--- src/design/rmbd_pkg.sv ---
`default_nettype none
// ----------------------------------------------------------------------------
// rmbd_pkg: shared types and constants of the run-length bitmap decoder
// Field widths, configuration register indexes, reset values and the
// decode result that travels from the run control to the output stage.
// ----------------------------------------------------------------------------
package rmbd_pkg;

    // Payload field widths.
    localparam int BYTE_W      = 8;
    localparam int PIX_BYTES_W = 64;
    localparam int PIX_CNT_W   = 4;
    localparam int REPEAT_W    = 7;
    localparam int PIX_PER_BYTE = 8;

    // Configuration port widths.
    localparam int CFG_IDX_W  = 2;
    localparam int CFG_DATA_W = 8;

    // Configuration register indexes.
    typedef enum logic [CFG_IDX_W-1:0] {
        CFG_MONO_MODE = 2'd0,
        CFG_FG_COLOR  = 2'd1,
        CFG_BG_COLOR  = 2'd2
    } t_cfg_idx;

    // Reset values of the configuration registers.
    localparam logic              MONO_MODE_RST = 1'b0;
    localparam logic [BYTE_W-1:0] FG_COLOR_RST  = 8'h00;
    localparam logic [BYTE_W-1:0] BG_COLOR_RST  = 8'hFF;

    // Pixel counts reported with each result.
    localparam logic [PIX_CNT_W-1:0] PIX_CNT_BYTE = 4'd1;
    localparam logic [PIX_CNT_W-1:0] PIX_CNT_MONO = 4'd8;

    // Repeat count of a single literal byte.
    localparam logic [REPEAT_W-1:0] REPEAT_ONE = 7'd1;

    // Decision made by the run control for one stream byte.
    typedef struct packed {
        logic                emit;
        logic [REPEAT_W-1:0] repeat_count;
    } t_run_dec;

endpackage
`default_nettype wire

--- src/design/rmbd_in_if.sv ---
`default_nettype none
// ----------------------------------------------------------------------------
// rmbd_in_if: compressed byte stream channel
// Valid/ready channel that carries one stream byte and its end-of-image flag.
// ----------------------------------------------------------------------------
interface rmbd_in_if;
    import rmbd_pkg::*;

    logic              valid;
    logic              ready;
    logic [BYTE_W-1:0] in_byte;
    logic              last_of_image;

    modport source (output valid, output in_byte, output last_of_image, input ready);
    modport sink   (input valid, input in_byte, input last_of_image, output ready);
endinterface
`default_nettype wire

--- src/design/rmbd_out_if.sv ---
`default_nettype none
// ----------------------------------------------------------------------------
// rmbd_out_if: pixel group channel
// Valid/ready channel that carries one pixel group and its repeat count.
// ----------------------------------------------------------------------------
interface rmbd_out_if;
    import rmbd_pkg::*;

    logic                   valid;
    logic                   ready;
    logic [PIX_BYTES_W-1:0] pixel_bytes;
    logic [PIX_CNT_W-1:0]   pixel_count;
    logic [REPEAT_W-1:0]    repeat_count;

    modport source (output valid, output pixel_bytes, output pixel_count,
                    output repeat_count, input ready);
    modport sink   (input valid, input pixel_bytes, input pixel_count,
                    input repeat_count, output ready);
endinterface
`default_nettype wire

--- src/design/rmbd_in_stage.sv ---
`default_nettype none
// ----------------------------------------------------------------------------
// rmbd_in_stage: input register
// Captures one stream byte per transaction and hands it on whenever the
// output stage can take the outcome.
// ----------------------------------------------------------------------------
module rmbd_in_stage (
    input  wire logic                        i_clk,
    input  wire logic                        i_rst_n,
    rmbd_in_if.sink                          in_ch,
    input  wire logic                        i_s2_free,
    output logic                             o_adv,
    output logic [rmbd_pkg::BYTE_W-1:0]      o_byte,
    output logic                             o_last
);
    import rmbd_pkg::*;

    logic              r_valid;
    logic [BYTE_W-1:0] r_byte;
    logic              r_last;
    logic              n_valid;
    logic              accept;

    // The held byte moves on when the output stage is free.
    assign o_adv       = r_valid && i_s2_free;
    assign in_ch.ready = !r_valid || i_s2_free;
    assign accept      = in_ch.valid && in_ch.ready;

    always_comb begin
        n_valid = r_valid;
        if (accept) begin
            n_valid = 1'b1;
        end else if (o_adv) begin
            n_valid = 1'b0;
        end
    end

    // Valid flag is control state; the payload needs no reset.
    always_ff @(posedge i_clk) begin
        if (!i_rst_n) begin
            r_valid <= 1'b0;
        end else begin
            r_valid <= n_valid;
        end
    end

    always_ff @(posedge i_clk) begin
        if (accept) begin
            r_byte <= in_ch.in_byte;
            r_last <= in_ch.last_of_image;
        end
    end

    assign o_byte = r_byte;
    assign o_last = r_last;

endmodule
`default_nettype wire

--- src/design/rmbd_run_ctrl.sv ---
`default_nettype none
// ----------------------------------------------------------------------------
// rmbd_run_ctrl: signed run counter
// Decides whether a byte is a count, a repeated data byte or a literal, and
// steps the run counter accordingly.
// ----------------------------------------------------------------------------
module rmbd_run_ctrl (
    input  wire logic                        i_clk,
    input  wire logic                        i_rst_n,
    input  wire logic                        i_adv,
    input  wire logic [rmbd_pkg::BYTE_W-1:0] i_byte,
    input  wire logic                        i_last,
    output rmbd_pkg::t_run_dec               o_dec
);
    import rmbd_pkg::*;

    logic [BYTE_W-1:0] r_run;
    logic [BYTE_W-1:0] n_run;

    // Role of the byte follows from the counter value.
    always_comb begin
        o_dec = '0;
        n_run = r_run;
        if (r_run == '0) begin
            // Count byte: load it, nothing is emitted.
            n_run = i_byte;
        end else if (!r_run[BYTE_W-1]) begin
            // Positive run: one data byte repeated, counter back to zero.
            o_dec.emit         = 1'b1;
            o_dec.repeat_count = r_run[REPEAT_W-1:0];
            n_run              = '0;
        end else begin
            // Literal sequence: one byte out, counter steps toward zero.
            o_dec.emit         = 1'b1;
            o_dec.repeat_count = REPEAT_ONE;
            n_run              = r_run + BYTE_W'(1);
        end
        // The end of an image abandons any pending run.
        if (i_last) begin
            n_run = '0;
        end
    end

    always_ff @(posedge i_clk) begin
        if (!i_rst_n) begin
            r_run <= '0;
        end else if (i_adv) begin
            r_run <= n_run;
        end
    end

    // An emitted group is always written at least once.
    a_emit_repeat_nonzero: assert property (@(posedge i_clk) disable iff (!i_rst_n)
        o_dec.emit |-> o_dec.repeat_count != '0)
        else $error("emitted group with zero repeat count");

    // The counter is clear after the last byte of an image.
    a_last_clears: assert property (@(posedge i_clk) disable iff (!i_rst_n)
        (i_adv && i_last) |=> r_run == '0)
        else $error("run counter not cleared after last byte");

    // A count byte is loaded into the counter as it stands.
    a_count_load: assert property (@(posedge i_clk) disable iff (!i_rst_n)
        (i_adv && !i_last && r_run == '0) |=> r_run == $past(i_byte))
        else $error("count byte not loaded into run counter");

endmodule
`default_nettype wire

--- src/design/rmbd_out_stage.sv ---
`default_nettype none
// ----------------------------------------------------------------------------
// rmbd_out_stage: pixel formatting and result register
// Holds the configuration registers, turns a data byte into its pixel group
// and keeps the result until the sink takes it.
// ----------------------------------------------------------------------------
module rmbd_out_stage (
    input  wire logic                            i_clk,
    input  wire logic                            i_rst_n,
    input  wire logic                            i_cfg_we,
    input  wire logic [rmbd_pkg::CFG_IDX_W-1:0]  i_cfg_idx,
    input  wire logic [rmbd_pkg::CFG_DATA_W-1:0] i_cfg_wdata,
    input  wire logic                            i_adv,
    input  wire logic [rmbd_pkg::BYTE_W-1:0]     i_byte,
    input  wire rmbd_pkg::t_run_dec              i_dec,
    output logic                                 o_s2_free,
    rmbd_out_if.source                           out_ch
);
    import rmbd_pkg::*;

    logic                   r_mono_mode;
    logic [BYTE_W-1:0]      r_fg_color;
    logic [BYTE_W-1:0]      r_bg_color;
    logic                   r_valid;
    logic [PIX_BYTES_W-1:0] r_pixel_bytes;
    logic [PIX_CNT_W-1:0]   r_pixel_count;
    logic [REPEAT_W-1:0]    r_repeat_count;
    logic [PIX_BYTES_W-1:0] n_pixel_bytes;
    logic [PIX_CNT_W-1:0]   n_pixel_count;
    logic                   load;

    // Configuration register writes; an index beyond the list is ignored.
    always_ff @(posedge i_clk) begin
        if (!i_rst_n) begin
            r_mono_mode <= MONO_MODE_RST;
            r_fg_color  <= FG_COLOR_RST;
            r_bg_color  <= BG_COLOR_RST;
        end else if (i_cfg_we) begin
            case (i_cfg_idx)
                CFG_MONO_MODE: r_mono_mode <= i_cfg_wdata[0];
                CFG_FG_COLOR:  r_fg_color  <= i_cfg_wdata[BYTE_W-1:0];
                CFG_BG_COLOR:  r_bg_color  <= i_cfg_wdata[BYTE_W-1:0];
                default: begin
                end
            endcase
        end
    end

    // Pixel group: the byte itself, or its bits expanded MSB first to colors.
    always_comb begin
        n_pixel_bytes = '0;
        n_pixel_count = PIX_CNT_BYTE;
        if (r_mono_mode) begin
            for (int k = 0; k < PIX_PER_BYTE; k++) begin
                n_pixel_bytes[k*BYTE_W +: BYTE_W] = i_byte[k] ? r_bg_color : r_fg_color;
            end
            n_pixel_count = PIX_CNT_MONO;
        end else begin
            n_pixel_bytes[BYTE_W-1:0] = i_byte;
        end
    end

    // The result register takes a new group whenever its slot is free.
    assign o_s2_free = !r_valid || out_ch.ready;
    assign load      = i_adv && i_dec.emit;

    always_ff @(posedge i_clk) begin
        if (!i_rst_n) begin
            r_valid <= 1'b0;
        end else if (o_s2_free) begin
            r_valid <= load;
        end
    end

    always_ff @(posedge i_clk) begin
        if (load && o_s2_free) begin
            r_pixel_bytes  <= n_pixel_bytes;
            r_pixel_count  <= n_pixel_count;
            r_repeat_count <= i_dec.repeat_count;
        end
    end

    assign out_ch.valid        = r_valid;
    assign out_ch.pixel_bytes  = r_pixel_bytes;
    assign out_ch.pixel_count  = r_pixel_count;
    assign out_ch.repeat_count = r_repeat_count;

endmodule
`default_nettype wire

--- src/design/rle_mono_bitmap_decoder_unit.sv ---
`default_nettype none
// A result passes through the input register and then the result register.
// Throughput: one stream byte per cycle while the sink does not stall the result register.
// A count byte is accepted like any other byte but produces no output transaction.
// Reset (synchronous, active low) clears the run counter and both valid flags and
// returns the configuration registers to byte mode, foreground 0, background 255.
// ----------------------------------------------------------------------------
// rle_mono_bitmap_decoder_unit: signed-count run-length bitmap decoder
// Input register, run counter decision and pixel formatting into a result
// register that carries the group and its repeat count.
// ----------------------------------------------------------------------------
module rle_mono_bitmap_decoder_unit (
    input  wire logic                            i_clk,
    input  wire logic                            i_rst_n,
    input  wire logic                            i_cfg_we,
    input  wire logic [rmbd_pkg::CFG_IDX_W-1:0]  i_cfg_idx,
    input  wire logic [rmbd_pkg::CFG_DATA_W-1:0] i_cfg_wdata,
    rmbd_in_if.sink                              i_in_ch,
    rmbd_out_if.source                           o_out_ch
);
    import rmbd_pkg::*;

    logic              s2_free;
    logic              adv;
    logic [BYTE_W-1:0] s1_byte;
    logic              s1_last;
    t_run_dec          dec;

    // Input register.
    rmbd_in_stage u_in_stage (
        .i_clk     (i_clk),
        .i_rst_n   (i_rst_n),
        .in_ch     (i_in_ch),
        .i_s2_free (s2_free),
        .o_adv     (adv),
        .o_byte    (s1_byte),
        .o_last    (s1_last)
    );

    // Run counter and byte role decision.
    rmbd_run_ctrl u_run_ctrl (
        .i_clk   (i_clk),
        .i_rst_n (i_rst_n),
        .i_adv   (adv),
        .i_byte  (s1_byte),
        .i_last  (s1_last),
        .o_dec   (dec)
    );

    // Pixel formatting and result register.
    rmbd_out_stage u_out_stage (
        .i_clk       (i_clk),
        .i_rst_n     (i_rst_n),
        .i_cfg_we    (i_cfg_we),
        .i_cfg_idx   (i_cfg_idx),
        .i_cfg_wdata (i_cfg_wdata),
        .i_adv       (adv),
        .i_byte      (s1_byte),
        .i_dec       (dec),
        .o_s2_free   (s2_free),
        .out_ch      (o_out_ch)
    );

endmodule
`default_nettype wire

--- src/flat_wrapper.sv ---
// flat-port wrapper written by rule: the top's interface ports become plain ports
module rle_mono_bitmap_decoder_unit_flat import rmbd_pkg::*;
  (i_clk, i_rst_n, i_cfg_we, i_cfg_idx, i_cfg_wdata, i_in_ch_valid, i_in_ch_in_byte, i_in_ch_last_of_image, i_in_ch_ready, o_out_ch_valid, o_out_ch_pixel_bytes, o_out_ch_pixel_count, o_out_ch_repeat_count, o_out_ch_ready);
  rmbd_in_if i_in_ch_i ();
  rmbd_out_if o_out_ch_i ();
  input  wire logic i_clk;
  input  wire logic i_rst_n;
  input  wire logic i_cfg_we;
  input  wire logic [rmbd_pkg::CFG_IDX_W-1:0] i_cfg_idx;
  input  wire logic [rmbd_pkg::CFG_DATA_W-1:0] i_cfg_wdata;
  input wire logic [$bits(i_in_ch_i.valid)-1:0] i_in_ch_valid;
  input wire logic [$bits(i_in_ch_i.in_byte)-1:0] i_in_ch_in_byte;
  input wire logic [$bits(i_in_ch_i.last_of_image)-1:0] i_in_ch_last_of_image;
  output wire logic [$bits(i_in_ch_i.ready)-1:0] i_in_ch_ready;
  output wire logic [$bits(o_out_ch_i.valid)-1:0] o_out_ch_valid;
  output wire logic [$bits(o_out_ch_i.pixel_bytes)-1:0] o_out_ch_pixel_bytes;
  output wire logic [$bits(o_out_ch_i.pixel_count)-1:0] o_out_ch_pixel_count;
  output wire logic [$bits(o_out_ch_i.repeat_count)-1:0] o_out_ch_repeat_count;
  input wire logic [$bits(o_out_ch_i.ready)-1:0] o_out_ch_ready;
  assign i_in_ch_i.valid = i_in_ch_valid;
  assign i_in_ch_i.in_byte = i_in_ch_in_byte;
  assign i_in_ch_i.last_of_image = i_in_ch_last_of_image;
  assign i_in_ch_ready = i_in_ch_i.ready;
  assign o_out_ch_valid = o_out_ch_i.valid;
  assign o_out_ch_pixel_bytes = o_out_ch_i.pixel_bytes;
  assign o_out_ch_pixel_count = o_out_ch_i.pixel_count;
  assign o_out_ch_repeat_count = o_out_ch_i.repeat_count;
  assign o_out_ch_i.ready = o_out_ch_ready;
  rle_mono_bitmap_decoder_unit u_core (.i_clk(i_clk), .i_rst_n(i_rst_n), .i_cfg_we(i_cfg_we), .i_cfg_idx(i_cfg_idx), .i_cfg_wdata(i_cfg_wdata), .i_in_ch(i_in_ch_i), .o_out_ch(o_out_ch_i));
endmodule
--- config.mk ---
export PLATFORM = sky130hd
export DESIGN_NAME = rle_mono_bitmap_decoder_unit_flat
export DESIGN_NICKNAME = d
export VERILOG_FILES = /design/src/design/rmbd_pkg.sv /design/src/design/rmbd_in_if.sv /design/src/design/rmbd_out_if.sv /design/src/design/rmbd_in_stage.sv /design/src/design/rmbd_run_ctrl.sv /design/src/design/rmbd_out_stage.sv /design/src/design/rle_mono_bitmap_decoder_unit.sv /design/src/flat_wrapper.sv
export SDC_FILE = /design/constraint.sdc
export NUM_CORES = 1
export LEC_CHECK = 0
export CORE_MARGIN = 3
export CORE_UTILIZATION = 65
export CTS_BUF_LIST = sky130_fd_sc_hd__clkbuf_4
export DETAILED_ROUTE_END_ITERATION = 6
export DONT_BUFFER_PORTS = 1
export PLACE_DENSITY = 0.81
export SKIP_LAST_GASP = 1
export SLEW_MARGIN = 20
export SYNTH_ARGS = -nofsm -noshare
export SYNTH_HDL_FRONTEND = slang
export SYNTH_SLANG_ARGS = --single-unit
--- constraint.sdc ---
create_clock -name i_clk -period 5.8 [get_ports i_clk]
set_input_delay 1.16 -clock i_clk [delete_from_list [all_inputs] [get_ports i_clk]]
set_output_delay 1.16 -clock i_clk [all_outputs]
set_load 0.005 [all_outputs]
==> impl_metrics.json <==
{
  "antenna_found_initial": 0,
  "slew_violations": 0,
  "ant_nets": 0,
  "hold_viol": 0,
  "cts_resized": 0,
  "cts_max_level": 3,
  "ys_seq_elements": 109,
  "placedCellCount": 454,
  "fin_nets": 395,
  "die-area_um2": 8440,
  "hold_path.class": "reg2reg",
  "drive_gt1_frac": 0.0617,
  "rsz0062_at_grt": "false",
  "io_pins": 101,
  "timing.final.crit_period_ps": 2700,
  "critPathSlowestCell": "nor2b_1",
  "yosysMostFrequentCell": "edfxtp_1",
  "critPathMaxStageDelay_ps": 250,
  "grt_usage": 0.234,
  "start_kind": "input pin",
  "drc": 0,
  "grt_remaining_overflow": 0,
  "critical_path_required_ps": 4640,
  "clock-sinks": 109,
  "met3_usage": 0.0541,
  "fin_ws_ps": 3100,
  "syn_inst": 400,
  "tightest_slew_ps": 932,
  "use_met1": 0.323,
  "pwr-share-clk": 0.250,
  "dr_total_vias": 2878,
  "grt_pass1_wl_mm": 14.9,
  "gp_congestion": 0.820,
  "wirelength_mm": 9.85,
  "synth_compound_area_frac": 0.0441,
  "ys.flop_type": "edfxtp_1",
  "pwr-share-comb": 0.069,
  "clockBufferDepth": 2,
  "post_cts_buffers": 0,
  "cp.arrival_ps": 1540,
  "netlist_top_cells_count": "82 x edfxtp_1, 77 x nor2_1, 71 x mux2i_1",
  "synthTopCellsByArea": "edfxtp_1 51%, mux2i_1 15%, dfxtp_1 11%",
  "antenna_cells": 0,
  "synth_top_family_by_area": "multiplexers",
  "dpl-instance-area_um2": 4750,
  "max_freq_mhz": 370,
  "sw_frac_of_total": 0.255,
  "rows": 30,
  "core_um2": 6980,
  "drtIter0Drc": 335,
  "p_int_w": 0.000998,
  "synth.mux.area_fraction": 0.148,
  "ctsHoldBuffers": 0,
  "initial_core_util": 0.687,
  "synth_edf_count": 82,
  "clkLatencyLatePin_ps": 460,
  "syn-cell-area_um2": 4790,
  "dr.pass1.iters": 5,
  "seq_area_frac_synth": 0.626,
  "leakage_nw": 1.91,
  "cts_tree": "built",
  "die_x_um": 91.9,
  "crit_buf_inv": 0,
  "crit_type": "in2out",
  "relSlewSlack": 0.378,
  "async_flop_share": 0,
  "synthSimpleGateAreaFrac": 0.128,
  "setup_viol": 0,
  "wl_per_cell_um": 21.0,
  "final_area_um2": 4870,
  "grt_pass1_vias": 2720,
  "crit_fanout": 5,
  "grt_max_degree": 75,
  "synth_fa_ha_area_frac": 0.00522,
  "dieHeight_um": 91.9,
  "layout-area-overhead-vs-synth_pct": 1.59,
  "synth_top_area_cell": "edfxtp_1",
  "crit_path_end_kind": "primary output",
  "yosysWarnings": 0,
  "hpwl_mm": 6.21,
  "cts_root_buf": "clkbuf_4",
  "powerDensity_nw_per_um2": 275,
  "synthXorXnorAreaFrac": 0.00548,
  "whs_ps": 554,
  "multi_input_area_um2": 1600,
  "numCtsBuffers": 9,
  "setup_tns_ps": 0,
  "post-place-ws_ps": 2880,
  "avgSynthCellArea_um2": 12.0,
  "yosysTopAreaCellShare": 0.514,
  "numPortBuffers": 0,
  "final_cells": 469,
  "ir_drop_mv": 0.157,
  "maxCapViolCount": 0,
  "status": "finished clean",
  "crit_chain": "nor2b_1, nand2_1",
  "critPathTopFamily": "simple AND/OR/NAND/NOR gates",
  "grtUsageMet2": 0.358,
  "fillers": 511,
  "timing.final.crit_share": 0.466,
  "path_clk_slew_ps": 160,
  "seq_area_um2": 3000,
  "via_per_inst": 6.14,
  "p_seq_frac": 0.681,
  "ys_types": 39,
  "top_usage_layer": "met2",
  "p_switching_w": 0.000341,
  "fin_worst_skew_ps": 16.4
}
## stage by stage
| step | power, W | util |
|---|---|---|
| 6_report | 0.00134 | 0.697 |
| 5_1_grt | 0.00139 | 0.697 |
| 4_1_cts | 0.00134 | 0.697 |
| 3_5_place_dp | 0.00102 | 0.681 |
| 3_3_place_gp | 0.00102 | 0.681 |
| 2_1_floorplan | 0.000999 | - |
## state kept, by name, summed over array words and instances, names as in the netlist
| name | count |
|---|---|
| u_core.u_in_stage.r_valid | 1 |
| u_core.u_out_stage.r_fg_color | 8 |
| u_core.u_in_stage.o_byte | 8 |
| u_core.u_run_ctrl.r_run | 8 |
| u_core.u_out_stage.out_ch.pixel_count | 2 |
| u_core.u_out_stage.out_ch.valid | 1 |
| u_core.u_out_stage.r_mono_mode | 1 |
| u_core.u_out_stage.r_bg_color | 8 |
| u_core.u_out_stage.out_ch.pixel_bytes | 64 |
| u_core.u_in_stage.o_last | 1 |
| u_core.u_out_stage.out_ch.repeat_count | 7 |
## placed cells by master (no fill, tap or decap), drive strengths merged, types with 3 or more instances in the layout
cell type  synthesis  final
a21oi             14     14
a22oi              4      4
clkbuf            38      9
clkinv             0      3
dfxtp             27     27
edfxtp            82     82
inv                5      6
mux2i             71     71
nand2             18     18
nand3             15     15
nor2              77     77
nor2b              6      6
nor3               3      3
o21ai              4      4
## cell type report
cell class / count / share of cell area
Multi-Input combinational cell: 243 / 0.329
Sequential cell: 109 / 0.617
Timing Repair Buffer: 1 / 0.00154
Clock inverter: 6 / 0.0103
Inverter: 5 / 0.00385
Clock buffer: 9 / 0.0139
Tap cell: 96 / 0.0247
## metal layers
metal	vias up	wire (um)
li1	1341	-
met1	1378	4220
met2	140	4620
met3	19	758
met4	0	255
met5	-	0
## worst min-delay path, cell delays in order (launching register included)
cell     delay [ps]
dfxtp_1         390
nand3_1          80
o21ai_1          60
## final timing paths
check / from / to / slack [ps] / cells after the start
min reg2reg: u_core.u_run_ctrl.r_run[1]$_SDFFE_PN0N_ / u_core.u_run_ctrl.r_run[1]$_SDFFE_PN0N_ / 550 / 2
max: o_out_ch_ready / i_in_ch_ready / 3100 / 2
max reg2reg: u_core.u_run_ctrl.r_run[0]$_SDFFE_PN0N_ / u_core.u_out_stage.out_ch.valid$_SDFFE_PN0P_ / 3340 / 7
min: u_core.u_run_ctrl.r_run[1]$_SDFFE_PN0N_ / u_core.u_run_ctrl.r_run[1]$_SDFFE_PN0N_ / 550 / 2
## cells by family after synthesis
family                     Yosys count
and+or+nand+nor                    133
DFF                                109
muxes                               71
buffers and inverters               49
AOI/OAI and AO/OA                   32
xor gates and xnor gates             3
adders and majority gates            2
other                                1
## power groups by stage
stage,logic (W),registers (W),clock network (W)
4_1_cts,0.0000928,0.000911,0.000339
3_5_place_dp,0.0000922,0.000928,0
6_report,0.0000928,0.000912,0.000334
2_1_floorplan,0.000105,0.000894,0
3_3_place_gp,0.0000891,0.000927,0
5_1_grt,0.000103,0.000915,0.000369
(Power assumes the default switching activity.)
